--- config.mk ---
export PLATFORM = sky130hd
export DESIGN_NAME = double_hash_table
export DESIGN_NICKNAME = d
export VERILOG_FILES = /design/src/hw/rtl/dht_pkg.sv /design/src/hw/rtl/dht_ram.sv /design/src/hw/rtl/dht_hash.sv /design/src/hw/rtl/double_hash_table.sv
export SDC_FILE = /design/constraint.sdc
export NUM_CORES = 1
export LEC_CHECK = 0
export ABC_AREA = 1
export BUFFER_PORTS_ARGS = -buffer_cell sky130_fd_sc_hd__buf_2
export CELL_PAD_IN_SITES_DETAIL_PLACEMENT = 0
export CELL_PAD_IN_SITES_GLOBAL_PLACEMENT = 1
export CORE_MARGIN = 2
export CORE_UTILIZATION = 25
export CTS_BUF_LIST = sky130_fd_sc_hd__clkbuf_8
export DETAILED_ROUTE_END_ITERATION = 6
export GPL_TIMING_DRIVEN = 0
export PLACE_DENSITY_LB_ADDON = 0.1
export RECOVER_POWER = 100
export SYNTH_ARGS = -nofsm -noshare
export SYNTH_HDL_FRONTEND = slang
export SYNTH_SLANG_ARGS = --single-unit
--- constraint.sdc ---
create_clock -name clk -period 4.8 [get_ports clk]
set_clock_uncertainty 0.1 [all_clocks]
set_input_delay 0.24 -clock clk [delete_from_list [all_inputs] [get_ports clk]]
set_output_delay 0.24 -clock clk [all_outputs]
set_load 0.01 [all_outputs]
--- src/hw/rtl/dht_pkg.sv ---
// Shared constants, slot status and operation codes, and the hash result bundle
// for the double-hashing table. No dependencies.
`default_nettype none

package dht_pkg;

	// Table size is a power of two so the home slot is the low key bits
	localparam int IDX_W      = 4;
	localparam int TABLE_SIZE = 1 << IDX_W;
	localparam int KEY_WIDTH  = 31;

	localparam int SLOT_W = 4;
	localparam int KIND_W = 2;

	// Stream data widths, rounded up to whole bytes
	localparam int IN_DATA_W  = ((KEY_WIDTH + 7) / 8) * 8;
	localparam int OUT_DATA_W = ((SLOT_W + 7) / 8) * 8;

	// Key split into IDX_W-bit digits for the probe step remainder
	localparam int NDIG  = (KEY_WIDTH + IDX_W - 1) / IDX_W;
	localparam int PAD_W = NDIG * IDX_W;
	localparam int SUM_W = 2 * IDX_W;

	localparam int ENTRY_W = 2 + KEY_WIDTH;

	localparam logic [1:0] SLOT_EMPTY   = 2'd0;
	localparam logic [1:0] SLOT_USED    = 2'd1;
	localparam logic [1:0] SLOT_DELETED = 2'd2;

	localparam logic [KIND_W-1:0] KIND_INSERT = 2'd0;
	localparam logic [KIND_W-1:0] KIND_SEARCH = 2'd1;
	localparam logic [KIND_W-1:0] KIND_ERASE  = 2'd2;

	typedef struct packed {
		logic             done;
		logic [IDX_W-1:0] home;
		logic [IDX_W-1:0] step;
	} dht_hash_t;

endpackage

`default_nettype wire

--- src/hw/rtl/dht_ram.sv ---
// Generic simple dual-port RAM: one write port, one read port, registered read.
// No dependencies.
`default_nettype none

module dht_ram #(
	parameter int WIDTH = 8,
	parameter int DEPTH = 16
) (
	input  wire                       clk,
	input  wire                       we,
	input  wire  [$clog2(DEPTH)-1:0]  waddr,
	input  wire  [WIDTH-1:0]          wdata,
	input  wire  [$clog2(DEPTH)-1:0]  raddr,
	output logic [WIDTH-1:0]          rdata
);

	logic [WIDTH-1:0] mem_q [DEPTH];

	always_ff @(posedge clk) begin
		if (we) begin
			mem_q[waddr] <= wdata;
		end
		rdata <= mem_q[raddr];
	end

endmodule

`default_nettype wire

--- src/hw/rtl/dht_hash.sv ---
// Hash unit: home slot (key mod TABLE_SIZE, the low key bits) and probe step
// (TABLE_SIZE-1 - key mod (TABLE_SIZE-1), from a sum of key digits). Uses dht_pkg.
`default_nettype none

module dht_hash
	import dht_pkg::*;
(
	input  wire                  clk,
	input  wire                  arst_n,
	input  wire                  start,
	input  wire  [KEY_WIDTH-1:0] key,
	output dht_hash_t            res
);

	localparam logic [IDX_W:0] MOD_B = (IDX_W + 1)'(TABLE_SIZE - 1);

	logic             done_q;
	logic [IDX_W-1:0] home_q;
	logic [SUM_W-1:0] sum_q;
	logic [PAD_W-1:0] key_pad;
	logic [SUM_W-1:0] sum_d;
	logic [IDX_W:0]   fold;
	logic [IDX_W:0]   red1;
	logic [IDX_W:0]   red2;

	assign key_pad = PAD_W'(key);

	// Each digit weighs 1 modulo TABLE_SIZE-1, so the digit sum keeps the remainder
	always_comb begin
		sum_d = '0;
		for (int i = 0; i < NDIG; i++) begin
			sum_d = sum_d + SUM_W'(key_pad[i*IDX_W +: IDX_W]);
		end
	end

	always_ff @(posedge clk or negedge arst_n) begin
		if (!arst_n) begin
			done_q <= 1'b0;
		end else begin
			done_q <= start;
		end
	end

	always_ff @(posedge clk) begin
		if (start) begin
			home_q <= key[IDX_W-1:0];
			sum_q  <= sum_d;
		end
	end

	// Fold the sum once, then bring it below TABLE_SIZE-1
	assign fold = {1'b0, sum_q[IDX_W-1:0]} + {1'b0, sum_q[SUM_W-1:IDX_W]};
	assign red1 = (fold >= MOD_B) ? fold - MOD_B : fold;
	assign red2 = (red1 >= MOD_B) ? red1 - MOD_B : red1;

	assign res.done = done_q;
	assign res.home = home_q;
	assign res.step = IDX_W'(TABLE_SIZE - 1) - red2[IDX_W-1:0];

endmodule

`default_nettype wire

--- src/hw/rtl/double_hash_table.sv ---
// Top level of the double-hashing table: probe sequencer around one slot RAM
// and the hash unit. Uses dht_pkg, dht_hash and dht_ram.
//
// Usage:
//   Slave stream: tuser carries the operation (0 insert, 1 search, 2 erase,
//   3 does nothing), tdata the key. Master stream: tuser carries ok, tdata
//   the slot index; slot is zero when ok is 0.
//   One operation is handled at a time. The input transaction registers the
//   home slot and key digit sum; the hash state then loads the home slot and
//   step, and the probe state walks, reading one slot per cycle from the slot
//   RAM, its data in the cycle after, for up to TABLE_SIZE probes. An unused
//   operation code skips the walk. The next input can go in with the earliest
//   output. The walk through the single RAM read port makes the time vary
//   with the number of probes.
//   Insert and erase write the slot back in the cycle the probe ends.
//   The result sits in an output register; a new input transaction is taken
//   as soon as the sequencer is idle, even while that result waits. If the
//   receiver stalls, the next result is held inside until the register frees.
//   Reset marks every slot empty through per-slot valid flags at once; no
//   clearing pass is needed and the block is ready in the first cycle.
`default_nettype none

module double_hash_table
	import dht_pkg::*;
(
	input  wire                   clk,
	input  wire                   arst_n,
	input  wire                   s_axis_tvalid,
	output logic                  s_axis_tready,
	input  wire  [IN_DATA_W-1:0]  s_axis_tdata,   // [KEY_WIDTH-1:0] key, zero fill above
	input  wire  [KIND_W-1:0]     s_axis_tuser,   // [1:0] kind
	output logic                  m_axis_tvalid,
	input  wire                   m_axis_tready,
	output logic [OUT_DATA_W-1:0] m_axis_tdata,   // [3:0] slot, zero fill above
	output logic                  m_axis_tuser    // [0] ok
);

	localparam logic [1:0] S_IDLE  = 2'd0;
	localparam logic [1:0] S_HASH  = 2'd1;
	localparam logic [1:0] S_PROBE = 2'd2;
	localparam logic [1:0] S_DONE  = 2'd3;

	logic [1:0]            state_q;
	logic [TABLE_SIZE-1:0] valid_q;
	logic [IDX_W-1:0]      ev_q;
	logic                  rv_s1;
	logic [IDX_W-1:0]      addr_s1;
	logic [KIND_W-1:0]     kind_q;
	logic [KEY_WIDTH-1:0]  key_q;
	logic [IDX_W-1:0]      pos_q;
	logic [IDX_W-1:0]      step_q;
	logic                  res_ok_q;
	logic [SLOT_W-1:0]     res_slot_q;

	dht_hash_t          hash;
	logic               accept;
	logic [ENTRY_W-1:0] rdata;
	logic [1:0]         rd_status;
	logic               eval;
	logic               found;
	logic               miss;
	logic               we;
	logic [ENTRY_W-1:0] wdata;
	logic [IDX_W:0]     pos_sum;
	logic [IDX_W-1:0]   pos_next;
	logic               out_free;

	assign s_axis_tready = (state_q == S_IDLE);
	assign accept        = s_axis_tvalid && s_axis_tready;
	assign out_free      = !m_axis_tvalid || m_axis_tready;

	dht_hash u_hash (
		.clk    (clk),
		.arst_n (arst_n),
		.start  (accept),
		.key    (s_axis_tdata[KEY_WIDTH-1:0]),
		.res    (hash)
	);

	dht_ram #(
		.WIDTH (ENTRY_W),
		.DEPTH (TABLE_SIZE)
	) u_slots (
		.clk   (clk),
		.we    (we),
		.waddr (addr_s1),
		.wdata (wdata),
		.raddr (pos_q),
		.rdata (rdata)
	);

	// Slots never written since reset read as empty
	assign rd_status = valid_q[addr_s1] ? rdata[KEY_WIDTH +: 2] : SLOT_EMPTY;
	assign eval      = (state_q == S_PROBE) && rv_s1;

	always_comb begin
		found = 1'b0;
		miss  = 1'b0;
		case (kind_q) inside
			KIND_INSERT: found = (rd_status != SLOT_USED);
			KIND_SEARCH, KIND_ERASE: begin
				found = (rd_status == SLOT_USED) && (rdata[KEY_WIDTH-1:0] == key_q);
				miss  = (rd_status == SLOT_EMPTY);
			end
			default: miss = 1'b1;
		endcase
		if (ev_q == IDX_W'(TABLE_SIZE - 1)) begin
			miss = 1'b1;
		end
	end

	assign we    = eval && found && (kind_q != KIND_SEARCH);
	assign wdata = {((kind_q == KIND_INSERT) ? SLOT_USED : SLOT_DELETED), key_q};

	assign pos_sum  = {1'b0, pos_q} + {1'b0, step_q};
	assign pos_next = (pos_sum >= (IDX_W + 1)'(TABLE_SIZE))
		? IDX_W'(pos_sum - (IDX_W + 1)'(TABLE_SIZE)) : pos_sum[IDX_W-1:0];

	always_ff @(posedge clk or negedge arst_n) begin
		if (!arst_n) begin
			state_q       <= S_IDLE;
			valid_q       <= '0;
			rv_s1         <= 1'b0;
			ev_q          <= '0;
			m_axis_tvalid <= 1'b0;
		end else begin
			rv_s1 <= (state_q == S_PROBE);
			// the done state reloads the output register itself
			if (m_axis_tvalid && m_axis_tready && state_q != S_DONE) begin
				m_axis_tvalid <= 1'b0;
			end
			if (we) begin
				valid_q[addr_s1] <= 1'b1;
			end
			unique case (state_q)
				S_IDLE: begin
					if (accept) begin
						state_q <= S_HASH;
					end
				end
				S_HASH: begin
					ev_q <= '0;
					if (hash.done) begin
						// an unused operation code skips the walk
						state_q <= (kind_q == KIND_INSERT || kind_q == KIND_SEARCH ||
							kind_q == KIND_ERASE) ? S_PROBE : S_DONE;
					end
				end
				S_PROBE: begin
					if (eval) begin
						ev_q <= ev_q + 1'b1;
						if (found || miss) begin
							state_q <= S_DONE;
						end
					end
				end
				S_DONE: begin
					if (out_free) begin
						m_axis_tvalid <= 1'b1;
						state_q       <= S_IDLE;
					end
				end
				default: state_q <= S_IDLE;
			endcase
		end
	end

	always_ff @(posedge clk) begin
		addr_s1 <= pos_q;
		if (accept) begin
			kind_q <= s_axis_tuser;
			key_q  <= s_axis_tdata[KEY_WIDTH-1:0];
		end
		if (state_q == S_HASH) begin
			pos_q      <= hash.home;
			step_q     <= hash.step;
			res_ok_q   <= 1'b0;
			res_slot_q <= '0;
		end else if (state_q == S_PROBE) begin
			pos_q <= pos_next;
			if (eval && found) begin
				res_ok_q   <= 1'b1;
				res_slot_q <= SLOT_W'(addr_s1);
			end
		end
		if (state_q == S_DONE && out_free) begin
			m_axis_tuser <= res_ok_q;
			m_axis_tdata <= OUT_DATA_W'(res_slot_q);
		end
	end

endmodule

`default_nettype wire
==> impl_metrics.json <==
{
  "start_util_pct": 25.1,
  "crit_fanout": 20,
  "numPortBuffers": 43,
  "num_vias": 17700,
  "drv_cap": 2,
  "required_ns": 5.14,
  "htreeDepth": 3,
  "hp-class": "in2reg",
  "cts_made_buffers": 118,
  "rsz0062_at_grt": "no",
  "endpoint_kind": "register",
  "finalMaxSlewViolations": 64,
  "nets": 2462,
  "arrival_ns": 4.91,
  "max_freq_ghz": 0.219,
  "clkTransAtPathRegs_ns": 0.06,
  "min_period_over_period_pct": 95.1,
  "grt_start_max_net_pins": 38,
  "place_congestion": 0.844,
  "status": "complete, but fails checks",
  "ys_seq_elements": 649,
  "synth_top_area_share_pct": 64.1,
  "antenna_found_initial": 3,
  "fin_util_pct": 29.8,
  "drt-wirelength-per-cell_um": 25.0,
  "min_period_ns": 4.57,
  "routed_wl_um": 97300,
  "synth-async-reset-ratio_pct": 3.85,
  "switching_power_w": 0.00800,
  "clk_latency_ns": 0.77,
  "combPwrFrac_pct": 36.7,
  "synth_area_leaders": "edfxtp_1 64%, mux2i_1 4.8%, nand2_1 3.7%, inv_1 3.7%, o211ai_1 3.7%",
  "synth_common_cells": "582 x edfxtp_1, 272 x nand2_1, 269 x inv_1",
  "p_clk_share_pct": 25.2,
  "p_per_area_nw_per_um2": 602,
  "reg2regPathDepth": 15,
  "synth-edff-count": 582,
  "max_slew_margin_pct": -53.1,
  "layout-drive-gt1-share_pct": 9.75,
  "sw_frac_of_total_pct": 41.1,
  "grt_overflow": 0,
  "synth_cell_type_count": 39,
  "synth.avg_cell_area_um2": 12.8,
  "ys_seq_area_share_pct": 69.5,
  "dr.pass1.iters": 6,
  "clock-sinks": 649,
  "grt_pass1_wl_um": 136000,
  "intPower_w": 0.0115,
  "holdPathStages": 2,
  "yosys.area.top_type": "edfxtp_1",
  "finalHoldViolations": 0,
  "p_seq_share_pct": 38.1,
  "dpl.hpwl_um": 66800,
  "syn_inst": 2133,
  "post-synth-top-count-cell": "edfxtp_1",
  "route.detailed.drc": 0,
  "violations": "capacitance limit, slew limit",
  "die_h_um": 334,
  "drt_iter0_markers": 1491,
  "worst_pin_slew_ns": 2.30,
  "clock_path_buffers": 3,
  "die_area_um2": 112000,
  "core_area_um2": 109000,
  "ios": 49,
  "area_delta_synth_final_pct": 18.7,
  "crit_path_start_kind": "register",
  "ir_drop_mv": 0.416,
  "place_area_um2": 30000,
  "crit_type": "reg2reg",
  "ant_nets": 0,
  "via_per_inst": 4.55,
  "cts_tree": "yes",
  "design_area_um2": 32400,
  "syn_area_um2": 27300,
  "first_global_vias": 17900,
  "setup_viol": 0,
  "rows": 121,
  "p_leak_nw": 12.2,
  "grt_use_total_pct": 17.5,
  "root_buffer": "clkbuf_8",
  "ys.flop_type": "edfxtp_1",
  "dieWidth_um": 334,
  "yosys_warnings": 0
}
-- per-layer routing --
layer	GRT usage (%)	wire length, um	share of wire, %	up-vias
li1	-	-	-	8082
met1	23.5	43700	45	8973
met2	28.8	46200	47	494
met3	2.95	5220	5.4	147
met4	5.04	2250	2.3	0
met5	0	0	0	-
-- layout make-up --
cell class / instances / area (um2)
Clock inverter: 95 / 462
Clock buffer: 126 / 1730
Tap cell: 1414 / 1770
Sequential cell: 649 / 18900
Antenna cell: 6 / 15.0
Fill cell: 10900 / 76200
Buffer: 106 / 465
Timing Repair Buffer: 114 / 1020
Inverter: 271 / 1020
Multi-Input combinational cell: 1110 / 6920
-- cells by family after synthesis --
kind of cell | share of synthesized area (%)
AND/OR/NAND/NOR | 6.16
other | 0.0138
XOR/XNOR | 0.418
multiplexers | 4.85
AO/OA/AOI/OAI | 10.6
adder cells (fa/ha/maj) | 3.03
buffers and inverters | 5.48
flip-flops | 69.5
-- path summary, 6_finish.rpt --
| kind | startpoint | to | slack (ns) |
|---|---|---|---|
| max | kind_q[0]$_DFFE_PP_ | u_slots.mem_q[12][19]$_DFFE_PP_ | 0.23 |
| min | s_axis_tuser[1] | kind_q[1]$_DFFE_PP_ | 0.09 |
| max reg2reg | kind_q[0]$_DFFE_PP_ | u_slots.mem_q[12][19]$_DFFE_PP_ | 0.23 |
| min reg2reg | pos_q[3]$_DFFE_PP_ | addr_s1[3]$_DFF_P_ | 0.27 |
| max in group asynchronous | arst_n | state_q[0]$_DFFE_PN0P_ | 2.78 |
| min in group asynchronous | arst_n | valid_q[0]$_DFFE_PN0P_ | 0.93 |
-- sequential cells by signal, indices dropped and copies added (netlist names), 8 cells and up --
signal         cells
key_q             28
u_slots.rdata     33
u_slots.mem_q    528
u_hash.sum_q       8
valid_q           16
-- what timing repair did --
| item | 4_1_cts | 5_1_grt |
|---|---|---|
| hold endpoints to repair | 110 | 0 |
| buffers inserted | 0 | 1 |
| pin swaps | 0 | 1 |
| hold buffers | 38 | 0 |
| setup endpoints to repair | 91 | 13 |
| gates cloned | 0 | 0 |
| gates resized for setup | 1 | 0 |
-- power groups by stage --
stage	sequential (W)	combinational [W]	clock (W)
global route	0.00749	0.00790	0.00533
global placement	0.00754	0.00717	0
floorplan	0.00724	0.00427	0
detailed placement	0.00753	0.00724	0
CTS	0.00742	0.00730	0.00511
finish	0.00742	0.00714	0.00491
-- cell usage in the layout (no fill, tap or decap), drive strengths merged, types with 64 or more instances in the layout --
cell    instances
a21oi         148
nor2           81
buf            64
o21ai         188
nand2         275
clkbuf        245
mux2i         132
inv           331
o211ai        134
edfxtp        582
-- critical path, cell delays in order, from the launching register on --
cell	delay [ns]
edfxtp_1	0.40
inv_1	0.06
ha_1	0.50
clkinvlp_4	0.52
nand3_1	0.15
nor2_1	0.11
nand2_1	0.06
nor2_1	0.11
nand2_1	0.07
nor2_1	0.42
nand2_2	0.13
nand2_4	0.12
buf_6	0.15
nand4_1	0.24
nor2_4	0.73
buf_12	0.28
-- through the flow --
stage | hold slack (ns) | power (W) | TNS (ns) | worst slack (ns) | cells
final | 0.0906 | 0.0195 | 0 | 0.234 | 3891
after CTS | 0.00824 | 0.0198 | 0 | 0.0745 | 3884
after floorplan | -0.156 | 0.0115 | 0 | 0.178 | 2136
after global routing | 0.0711 | 0.0207 | 0 | 0.00409 | 3890
after detailed placement | 0.210 | 0.0148 | -5.08 | -0.170 | 3625
after global placement | 0.206 | 0.0147 | -1596.80 | -5.59 | 3593
Power figures use the tool's default switching activity.
